### config.mk
export PLATFORM = sky130hd
export DESIGN_NAME = rcu_grace_period_tracker
export DESIGN_NICKNAME = d
export VERILOG_FILES = /design/src/sv/rcu_gpt_pkg.sv /design/src/sv/rcu_grace_period_tracker.sv
export SDC_FILE = /design/constraint.sdc
export NUM_CORES = 2
export LEC_CHECK = 0
export ABC_AREA = 1
export ABC_CLOCK_PERIOD_IN_PS = 7840
export BUFFER_PORTS_ARGS = -buffer_cell sky130_fd_sc_hd__buf_4
export CAP_MARGIN = 20
export CORE_UTILIZATION = 45
export DETAILED_ROUTE_END_ITERATION = 8
export PLACE_DENSITY = 0.69
export SLEW_MARGIN = 20
export SYNTH_ARGS = -nofsm -noshare
export SYNTH_HDL_FRONTEND = slang
export SYNTH_SLANG_ARGS = --single-unit
export TNS_END_PERCENT = 20
### constraint.sdc
create_clock -name i_clk -period 7.84 [get_ports i_clk]
set_input_delay 0.784 -clock i_clk [delete_from_list [all_inputs] [get_ports i_clk]]
set_output_delay 0.784 -clock i_clk [all_outputs]
set_load 0.02 [all_outputs]
### src/sv/rcu_gpt_pkg.sv
`default_nettype none

package rcu_gpt_pkg;

    localparam int unsigned OP_W   = 3;
    localparam int unsigned CORE_W = 3;
    localparam int unsigned ERR_W  = 2;
    localparam int unsigned CFG_W  = 4;
    localparam int unsigned GEN_OUT_W  = 64;
    localparam int unsigned NEST_OUT_W = 8;

    localparam logic [OP_W-1:0] OP_READ_LOCK   = 3'd0;
    localparam logic [OP_W-1:0] OP_READ_UNLOCK = 3'd1;
    localparam logic [OP_W-1:0] OP_QUIESCE     = 3'd2;
    localparam logic [OP_W-1:0] OP_SYNCHRONIZE = 3'd3;
    localparam logic [OP_W-1:0] OP_TICK        = 3'd4;

    localparam logic [ERR_W-1:0] ERR_NONE      = 2'd0;
    localparam logic [ERR_W-1:0] ERR_UNLOCK    = 2'd1;
    localparam logic [ERR_W-1:0] ERR_NEST_SAT  = 2'd2;

    localparam logic [CFG_W-1:0] ACTIVE_CORES_RESET = 4'd8;

    typedef struct packed {
        logic [OP_W-1:0]   operation;
        logic [CORE_W-1:0] core_id;
    } t_in_word;

    typedef struct packed {
        logic [ERR_W-1:0]      error_code;
        logic [GEN_OUT_W-1:0]  generation;
        logic                  grace_done;
        logic [GEN_OUT_W-1:0]  completed_generation;
        logic                  grace_pending;
        logic                  core_quiescent;
        logic [NEST_OUT_W-1:0] core_nesting;
    } t_out_word;

endpackage

`default_nettype wire

### src/sv/rcu_grace_period_tracker.sv
// Channel   Direction  Handshake                Word
// in        input      i_valid / o_stall        i_word  (operation, core_id)
// out       output     o_valid / i_stall        o_word  (error, generations, core status)
// cfg       input      i_cfg_valid / o_cfg_ready i_cfg_data (active_cores)
//
// One word per cycle sustained while i_stall is low: an input register feeds
// one pass of logic (core entry update, generation increment, per-core seen
// compare) into the output register, which drives o_valid.
// Synchronous active-low reset clears all tracker state; active_cores resets to 8.
// o_stall rises only when the input register is full and the output register
// is held by i_stall. The cfg port is always ready.
`default_nettype none

module rcu_grace_period_tracker #(
    parameter int unsigned NUM_CORES     = 8,
    parameter int unsigned NESTING_WIDTH = 8,
    parameter int unsigned GEN_WIDTH     = 64
) (
    input  wire                                 i_clk,
    input  wire                                 i_rst_n,
    input  wire                                 i_valid,
    output logic                                o_stall,
    input  wire  rcu_gpt_pkg::t_in_word         i_word,
    output logic                                o_valid,
    input  wire                                 i_stall,
    output rcu_gpt_pkg::t_out_word              o_word,
    input  wire                                 i_cfg_valid,
    output logic                                o_cfg_ready,
    input  wire  [rcu_gpt_pkg::CFG_W-1:0]       i_cfg_data
);

    localparam int unsigned IDX_W = (NUM_CORES > 1) ? $clog2(NUM_CORES) : 1;

    // pipeline control
    logic                           r_in_valid;
    rcu_gpt_pkg::t_in_word          r_in;
    logic                           r_out_valid;
    rcu_gpt_pkg::t_out_word         r_out;
    logic                           advance;
    logic                           in_ready;

    // tracker state
    logic [rcu_gpt_pkg::CFG_W-1:0]  r_active_cores;
    logic [GEN_WIDTH-1:0]           r_gen;
    logic [GEN_WIDTH-1:0]           r_gen_plus;
    logic [GEN_WIDTH-1:0]           r_tick_last;
    logic [GEN_WIDTH-1:0]           r_target;
    logic                           r_pending;
    logic [GEN_WIDTH-1:0]           r_seen  [NUM_CORES];
    logic [NESTING_WIDTH-1:0]       r_nest  [NUM_CORES];
    logic                           r_quiet [NUM_CORES];

    // step logic
    logic                           core_ok;
    logic [IDX_W-1:0]               idx;
    logic [NESTING_WIDTH-1:0]       cur_nest;
    logic                           cur_quiet;
    logic [NESTING_WIDTH-1:0]       nest_new;
    logic                           quiet_new;
    logic                           seen_wr;
    logic [rcu_gpt_pkg::ERR_W-1:0]  err;
    logic                           start;
    logic                           tick_rec;
    logic [GEN_WIDTH-1:0]           n_gen;
    logic [GEN_WIDTH-1:0]           n_gen_plus;
    logic [GEN_WIDTH-1:0]           n_target;
    logic                           pend_pre;
    logic                           all_caught_up;
    logic                           done;
    logic                           n_pending;
    logic [GEN_WIDTH-1:0]           seen_chk;
    logic [GEN_WIDTH-1:0]           diff;
    rcu_gpt_pkg::t_out_word         n_out;

    assign advance     = r_in_valid && (!r_out_valid || !i_stall);
    assign in_ready    = !r_in_valid || advance;
    assign o_stall     = !in_ready;
    assign o_valid     = r_out_valid;
    assign o_word      = r_out;
    assign o_cfg_ready = 1'b1;

    assign core_ok   = int'(r_in.core_id) < NUM_CORES;
    assign idx       = IDX_W'(r_in.core_id);
    assign cur_nest  = r_nest[idx];
    assign cur_quiet = r_quiet[idx];

    always_comb begin
        nest_new = cur_nest;
        quiet_new = cur_quiet;
        seen_wr  = 1'b0;
        err      = rcu_gpt_pkg::ERR_NONE;
        start    = 1'b0;
        tick_rec = 1'b0;
        unique case (r_in.operation)
            rcu_gpt_pkg::OP_READ_LOCK: begin
                if (core_ok) begin
                    if (cur_nest == {NESTING_WIDTH{1'b1}}) begin
                        err = rcu_gpt_pkg::ERR_NEST_SAT;
                    end else begin
                        nest_new = cur_nest + 1'b1;
                        if (cur_nest == '0) begin
                            quiet_new = 1'b0;
                        end
                    end
                end
            end
            rcu_gpt_pkg::OP_READ_UNLOCK: begin
                if (core_ok) begin
                    if (cur_nest == '0) begin
                        err = rcu_gpt_pkg::ERR_UNLOCK;
                    end else begin
                        nest_new = cur_nest - 1'b1;
                        if (cur_nest == NESTING_WIDTH'(1)) begin
                            quiet_new = 1'b1;
                            seen_wr   = 1'b1;
                        end
                    end
                end
            end
            rcu_gpt_pkg::OP_QUIESCE: begin
                if (core_ok) begin
                    quiet_new = 1'b1;
                    seen_wr   = 1'b1;
                end
            end
            rcu_gpt_pkg::OP_SYNCHRONIZE: begin
                start = 1'b1;
            end
            rcu_gpt_pkg::OP_TICK: begin
                if (r_gen != r_tick_last) begin
                    tick_rec = 1'b1;
                end else begin
                    start = 1'b1;
                end
            end
            default: begin
            end
        endcase
    end

    // r_gen_plus holds r_gen + 1 so a grace start needs no adder in the compare path
    assign n_gen      = start ? r_gen_plus : r_gen;
    assign n_gen_plus = n_gen + 1'b1;
    assign n_target   = start ? r_gen_plus : r_target;
    assign pend_pre   = start || r_pending;

    // wrap-safe: seen - target must land in the lower half of the ring
    always_comb begin
        all_caught_up = 1'b1;
        seen_chk = '0;
        diff     = '0;
        for (int i = 0; i < NUM_CORES; i++) begin
            seen_chk = (seen_wr && core_ok && idx == IDX_W'(i)) ? r_gen : r_seen[i];
            diff     = seen_chk - n_target;
            if (i < int'(r_active_cores) && diff[GEN_WIDTH-1]) begin
                all_caught_up = 1'b0;
            end
        end
    end

    assign done      = pend_pre && all_caught_up;
    assign n_pending = pend_pre && !all_caught_up;

    always_comb begin
        n_out.error_code           = err;
        n_out.generation           = rcu_gpt_pkg::GEN_OUT_W'(n_gen);
        n_out.grace_done           = done;
        n_out.completed_generation = done ? rcu_gpt_pkg::GEN_OUT_W'(n_target) : '0;
        n_out.grace_pending        = n_pending;
        n_out.core_quiescent       = core_ok && quiet_new;
        n_out.core_nesting         = core_ok ? rcu_gpt_pkg::NEST_OUT_W'(nest_new) : '0;
    end

    always_ff @(posedge i_clk) begin
        if (!i_rst_n) begin
            r_in_valid     <= 1'b0;
            r_out_valid    <= 1'b0;
            r_active_cores <= rcu_gpt_pkg::ACTIVE_CORES_RESET;
            r_gen          <= '0;
            r_gen_plus     <= GEN_WIDTH'(1);
            r_tick_last    <= '0;
            r_target       <= '0;
            r_pending      <= 1'b0;
            for (int i = 0; i < NUM_CORES; i++) begin
                r_seen[i]  <= '0;
                r_nest[i]  <= '0;
                r_quiet[i] <= 1'b1;
            end
        end else begin
            if (in_ready) begin
                r_in_valid <= i_valid;
            end
            if (advance) begin
                r_out_valid <= 1'b1;
            end else if (!i_stall) begin
                r_out_valid <= 1'b0;
            end
            if (i_cfg_valid) begin
                r_active_cores <= i_cfg_data;
            end
            if (advance) begin
                r_gen      <= n_gen;
                r_gen_plus <= n_gen_plus;
                r_target   <= n_target;
                r_pending  <= n_pending;
                if (tick_rec) begin
                    r_tick_last <= r_gen;
                end
                if (core_ok) begin
                    r_nest[idx]  <= nest_new;
                    r_quiet[idx] <= quiet_new;
                    if (seen_wr) begin
                        r_seen[idx] <= r_gen;
                    end
                end
            end
        end
    end

    always_ff @(posedge i_clk) begin
        if (in_ready && i_valid) begin
            r_in <= i_word;
        end
        if (advance) begin
            r_out <= n_out;
        end
    end

    a_stall_only_when_full: assert property (@(posedge i_clk) disable iff (!i_rst_n)
        o_stall |-> (r_in_valid && r_out_valid && i_stall))
        else $error("input stalled without a blocked word");

    a_unlock_err_depth: assert property (@(posedge i_clk) disable iff (!i_rst_n)
        (r_out_valid && r_out.error_code == rcu_gpt_pkg::ERR_UNLOCK)
            |-> (r_out.core_nesting == '0))
        else $error("unlock error reported with nonzero depth");

    a_pending_rise_gen: assert property (@(posedge i_clk) disable iff (!i_rst_n)
        $rose(r_pending) |-> (r_gen == $past(r_gen_plus) && r_target == r_gen))
        else $error("grace period started without generation advance");

endmodule

`default_nettype wire

# Word level (Yosys, flattened, before mapping)
# Memories as Yosys holds them, arrays and structs flattened. A register that Yosys moved wholly into a read port is not among the register bits.
# Cells that the tools add are included.
# op_classes
n_eq_ne	15
addsub	11
muxes	57
n_lt_le_gt_ge	8
reduce_logical	35
# op_table
cell	n
$mux 64	11
$sub 64x64->64	8
$add 64x1->64 const B	1
$ne 64x64->1	1
$reduce_or 64->1	1
$mux 1	32
$mux 8	3
$logic_and 1x1->1	20
$lt 3x4->1 const A	4
$pmux 8 s2	1
$eq 3x3->1 const B	5
$mux 3	5
$eq 3x2->1 const B	4
$add 8x1->8 const B	1
$eq 8x1->1 const B	1
$eq 8x8->1 const B	1
$logic_not 8->1	1
$lt 1x4->1 const A	2
$lt 2x4->1 const A	2
$reduce_or 8->1	1
$sub 8x1->8 const B	1
$eq 3x1->1 const B	2
$logic_not 3->1	2
$logic_not 1->1	5
other kinds (8)	11
# word_totals
mem_bits_rw	584
mem_count	3
output_inout_bits	144
ff_bits	410
# mem_list
memory	words	width	rd	rd_clocked_by_memory_dff	wr	line_no	rtl
r_seen	8	64	8	0	8	rcu_grace_period_tracker.sv:49	logic [GEN_WIDTH-1:0] r_seen [NUM_CORES];
r_nest	8	8	1	1	8	rcu_grace_period_tracker.sv:50	logic [NESTING_WIDTH-1:0] r_nest [NUM_CORES];
r_quiet	8	1	1	1	8	rcu_grace_period_tracker.sv:51	logic r_quiet [NUM_CORES];

# Logic depth before layout (Yosys ltp)
# depth
ltp_word	18
ltp_mapped	44

# Worst setup path after synthesis
# OpenSTA, ideal clock, no wires.
# synth_timing
kind	input-to-reg
startpoint	input port i_stall
endpoint	register r_out, in the netlist o_word[0] (enable)
stages	7
arrival_ns	6.050
slack_ns	1.231
setup_ns	0.560
path_cell_list	nand2_1 > inv_1 > nor2_1 > clkbuf_1 > clkbuf_1 > buf_1 > buf_1
# synth_between
elab_chain_cells	3
# synth_rtl
item	line_no	rtl
start, declared	rcu_grace_period_tracker.sv:25	input wire i_stall,
$logic_not 1->1	-	
$logic_or 1x1->1	rcu_grace_period_tracker.sv:75	assign advance = r_in_valid && (!r_out_valid || !i_stall);
$logic_and 1x1->1	rcu_grace_period_tracker.sv:75	
via advance	rcu_grace_period_tracker.sv:39	logic advance;
end signal, assigned	rcu_grace_period_tracker.sv:225	r_out <= n_out;
end, declared	rcu_grace_period_tracker.sv:38	rcu_gpt_pkg::t_out_word r_out;
# The timed path passes the listed nets, and every way through them passes these cells.
# A chain may end at the register's enable or synchronous reset.

==> flow_summary.yaml <==
run_status:
  outcome: "finished, final reports clean"
layout:
  syn_to_final_growth_pct: 11.6
  antenna_cells: 0
  drive_gt1_frac: 0.0978
  multi_input_area_um2: 25800
  fin_util: 0.506
  regArea_um2: 27300
  fillCellCount: 11600
  nets: 7106
yosys:
  ys_warn_count: 0
  synth_edf_count: 731
  ys_seq_area_frac: 0.479
  syn_inst: 6583
  yosysTopAreaCellShare: 0.386
  ys_top_cells_by_area: "edfxtp_1 (39%), ha_1 (11%), dfxtp_1 (9.4%)"
  async_flop_share: 0
  yosysUniqueCellTypes: 65
  syn_avg_cell_area_um2: 8.64
  synth_flop_cell: "edfxtp_1"
  synthesis.nets: 7091
  synthMostInstantiatedCell: "nand2_1"
  synth_seq_cells: 997
  yosysTopAreaCell: "edfxtp_1"
  ys_top_cells_by_count: "nand2_1 (1316), o21ai_0 (830), edfxtp_1 (731)"
  syn_area_um2: 56900
grt:
  grt_max_degree: 184
  gr-total-overflow: 0
  antenna_found_initial: 2
  grt_pass1_wl_mm: 257
  grt_pass1_vias: 43800
  track_usage: 0.260
clock_tree:
  cts_buffer_depth: 3
  insertion_delay_ns: 0.76
  cts_made_buffers: 111
  root_buffer: "clkbuf_16"
  cts_sinks: 997
  post-cts-setup-buffers: 0
  ctsResizeCount: 0
  htree_num_levels: 3
  cts_tree: "yes"
  cts-hold-fix-buffers: 0
  cts.clk_slew.worst_paths_ns: 0.06
route:
  dr.pass1.iters: 5
  vias: 47600
  wirelength_mm: 168
  ant_nets: 0
  viasPerCell: 5.70
  first_iter_violations: 5302
  wl_per_cell_um: 20.2
  drc_errors: 0
critical_path:
  slowest_stage: "nor4_1"
  crit_type: "reg2reg"
  critPathMaxStageDelay_ns: 0.83
  worst_setup_path_start_kind: "flop"
  endpoint_kind: "flop"
  critical_path_required_ns: 8.32
  arrival_ns: 7.66
  cp_max_fo: 106
  cp_common_cell: "nand2_1"
timing:
  period_needed_ns: 7.18
  timing.fmax_mhz: 139
  slew_headroom: 0.247
  slew_violations: 0
  finalSetupViolCount: 0
  period_share: 0.916
  max_slew.worst_pin.slew_ns: 1.13
  rsz0062_at_grt: "false"
  fin_setup_tns_ns: 0
  skew_ns: 0.0352
  final-hold-violation-count: 0
min_path:
  hp-class: "in2reg"
pwr:
  power_density_nw_per_um2: 213
  ir_worst_vdd_mv: 0.170
  p_leak_nw: 26.2
placed_design:
  gp_congestion: 0.934
  portBuffers: 157
  hpwl_mm: 114
die:
  io_pins: 159
  die_x_um: 358
  die_y_um: 358
  rows: 130
  start_util: 0.453
  coreArea_um2: 126000
  dieArea_um2: 128000
run:
  drv_cap: 0
## final timing paths
check                                                   end  cells after the start                         from  slack, ns
worst min register to register  r_gen_plus[55]$_SDFFE_PN0P_                      2  r_gen_plus[55]$_SDFFE_PN0P_       0.47
worst min-delay path                      r_in[5]$_DFFE_PP_                      1                    i_word[5]       0.20
worst max register to register     o_word[11]$_SDFFCE_PN0P_                     31                         flop       0.66
worst max-delay path               o_word[11]$_SDFFCE_PN0P_                     31                         flop       0.66
## area by class of cell
class,instances,area share
clock buffer,135,0.0474
clock inverter,75,0.0125
inverter,641,0.0382
multi-input combinational,4575,0.406
sequential,997,0.430
tap,1650,0.0325
timing repair buffer,272,0.0339
## metal layers
layer  share of wire  GRT usage
met1            0.43      0.364
met2            0.44      0.404
met3           0.095     0.0465
met4           0.032     0.0886
met5        0.000077          0
## cells in the final DEF (no fill, tap or decap), types with 114 or more instances in the layout
| master | n |
|---|---|
| a21oi_1 | 421 |
| dfxtp_1 | 266 |
| inv_1 | 575 |
| buf_4 | 263 |
| o21ai_0 | 828 |
| clkbuf_16 | 114 |
| edfxtp_1 | 731 |
| nor2_1 | 682 |
| nand2_1 | 1297 |
| nor3_1 | 217 |
| ha_1 | 493 |
## metrics by stage
step / std cells / setup WS (ns) / power, mW / hold WS [ns] / instance area (um^2)
2_1_floorplan: 6583 / 1.23 / 7.41 / 0.441 / 56900
3_3_place_gp: 8135 / 0.916 / 8.03 / 0.451 / 59700
3_5_place_dp: 8135 / 0.900 / 8.09 / 0.456 / 59700
4_1_cts: 8345 / 0.873 / 13.5 / 0.165 / 63500
5_1_grt: 8345 / 0.148 / 14.0 / 0.184 / 63500
6_report: 8345 / 0.661 / 13.5 / 0.203 / 63500
## kinds of logic (layout without fill, tap and decap cells)
| logic type | count (synthesis) | in the layout | synth area share |
|---|---|---|---|
| buffers and inverters | 1011 | 1123 | 0.0705 |
| flip-flops | 997 | 997 | 0.479 |
| adder cells (fa/ha/maj) | 493 | 493 | 0.108 |
| XOR/XNOR | 58 | 58 | 0.00893 |
| other | 1 | 1 | 0.0000659 |
| AO/OA/AOI/OAI | 1517 | 1517 | 0.147 |
| AND/OR/NAND/NOR | 2506 | 2506 | 0.186 |
## worst max-delay path, delay by kind of cell (launching register included)
family,cells,cell delay [ns]
AO/OA/AOI/OAI,4,0.87
adder cells (fa/ha/maj),2,0.56
buffers and inverters,5,0.92
flip-flops,1,0.81
AND/OR/NAND/NOR,20,3.51
## power breakdown
part / switching, mW / internal, mW
Sequential: 0.103 / 5.88
Combinational: 1.42 / 0.617
Clock: 2.31 / 3.17
Total: 3.83 / 9.67
## state kept, by name, summed over array words and instances (netlist names), 3 cells and up, named ones only
name and flops:
idx 3, o_word 141, r_active_cores 4, r_gen 64, r_gen_plus 64, r_in 3
r_nest 64, r_quiet 8, r_seen 512, r_target 64, r_tick_last 64
Note: power is estimated with default switching activity, not from simulation.
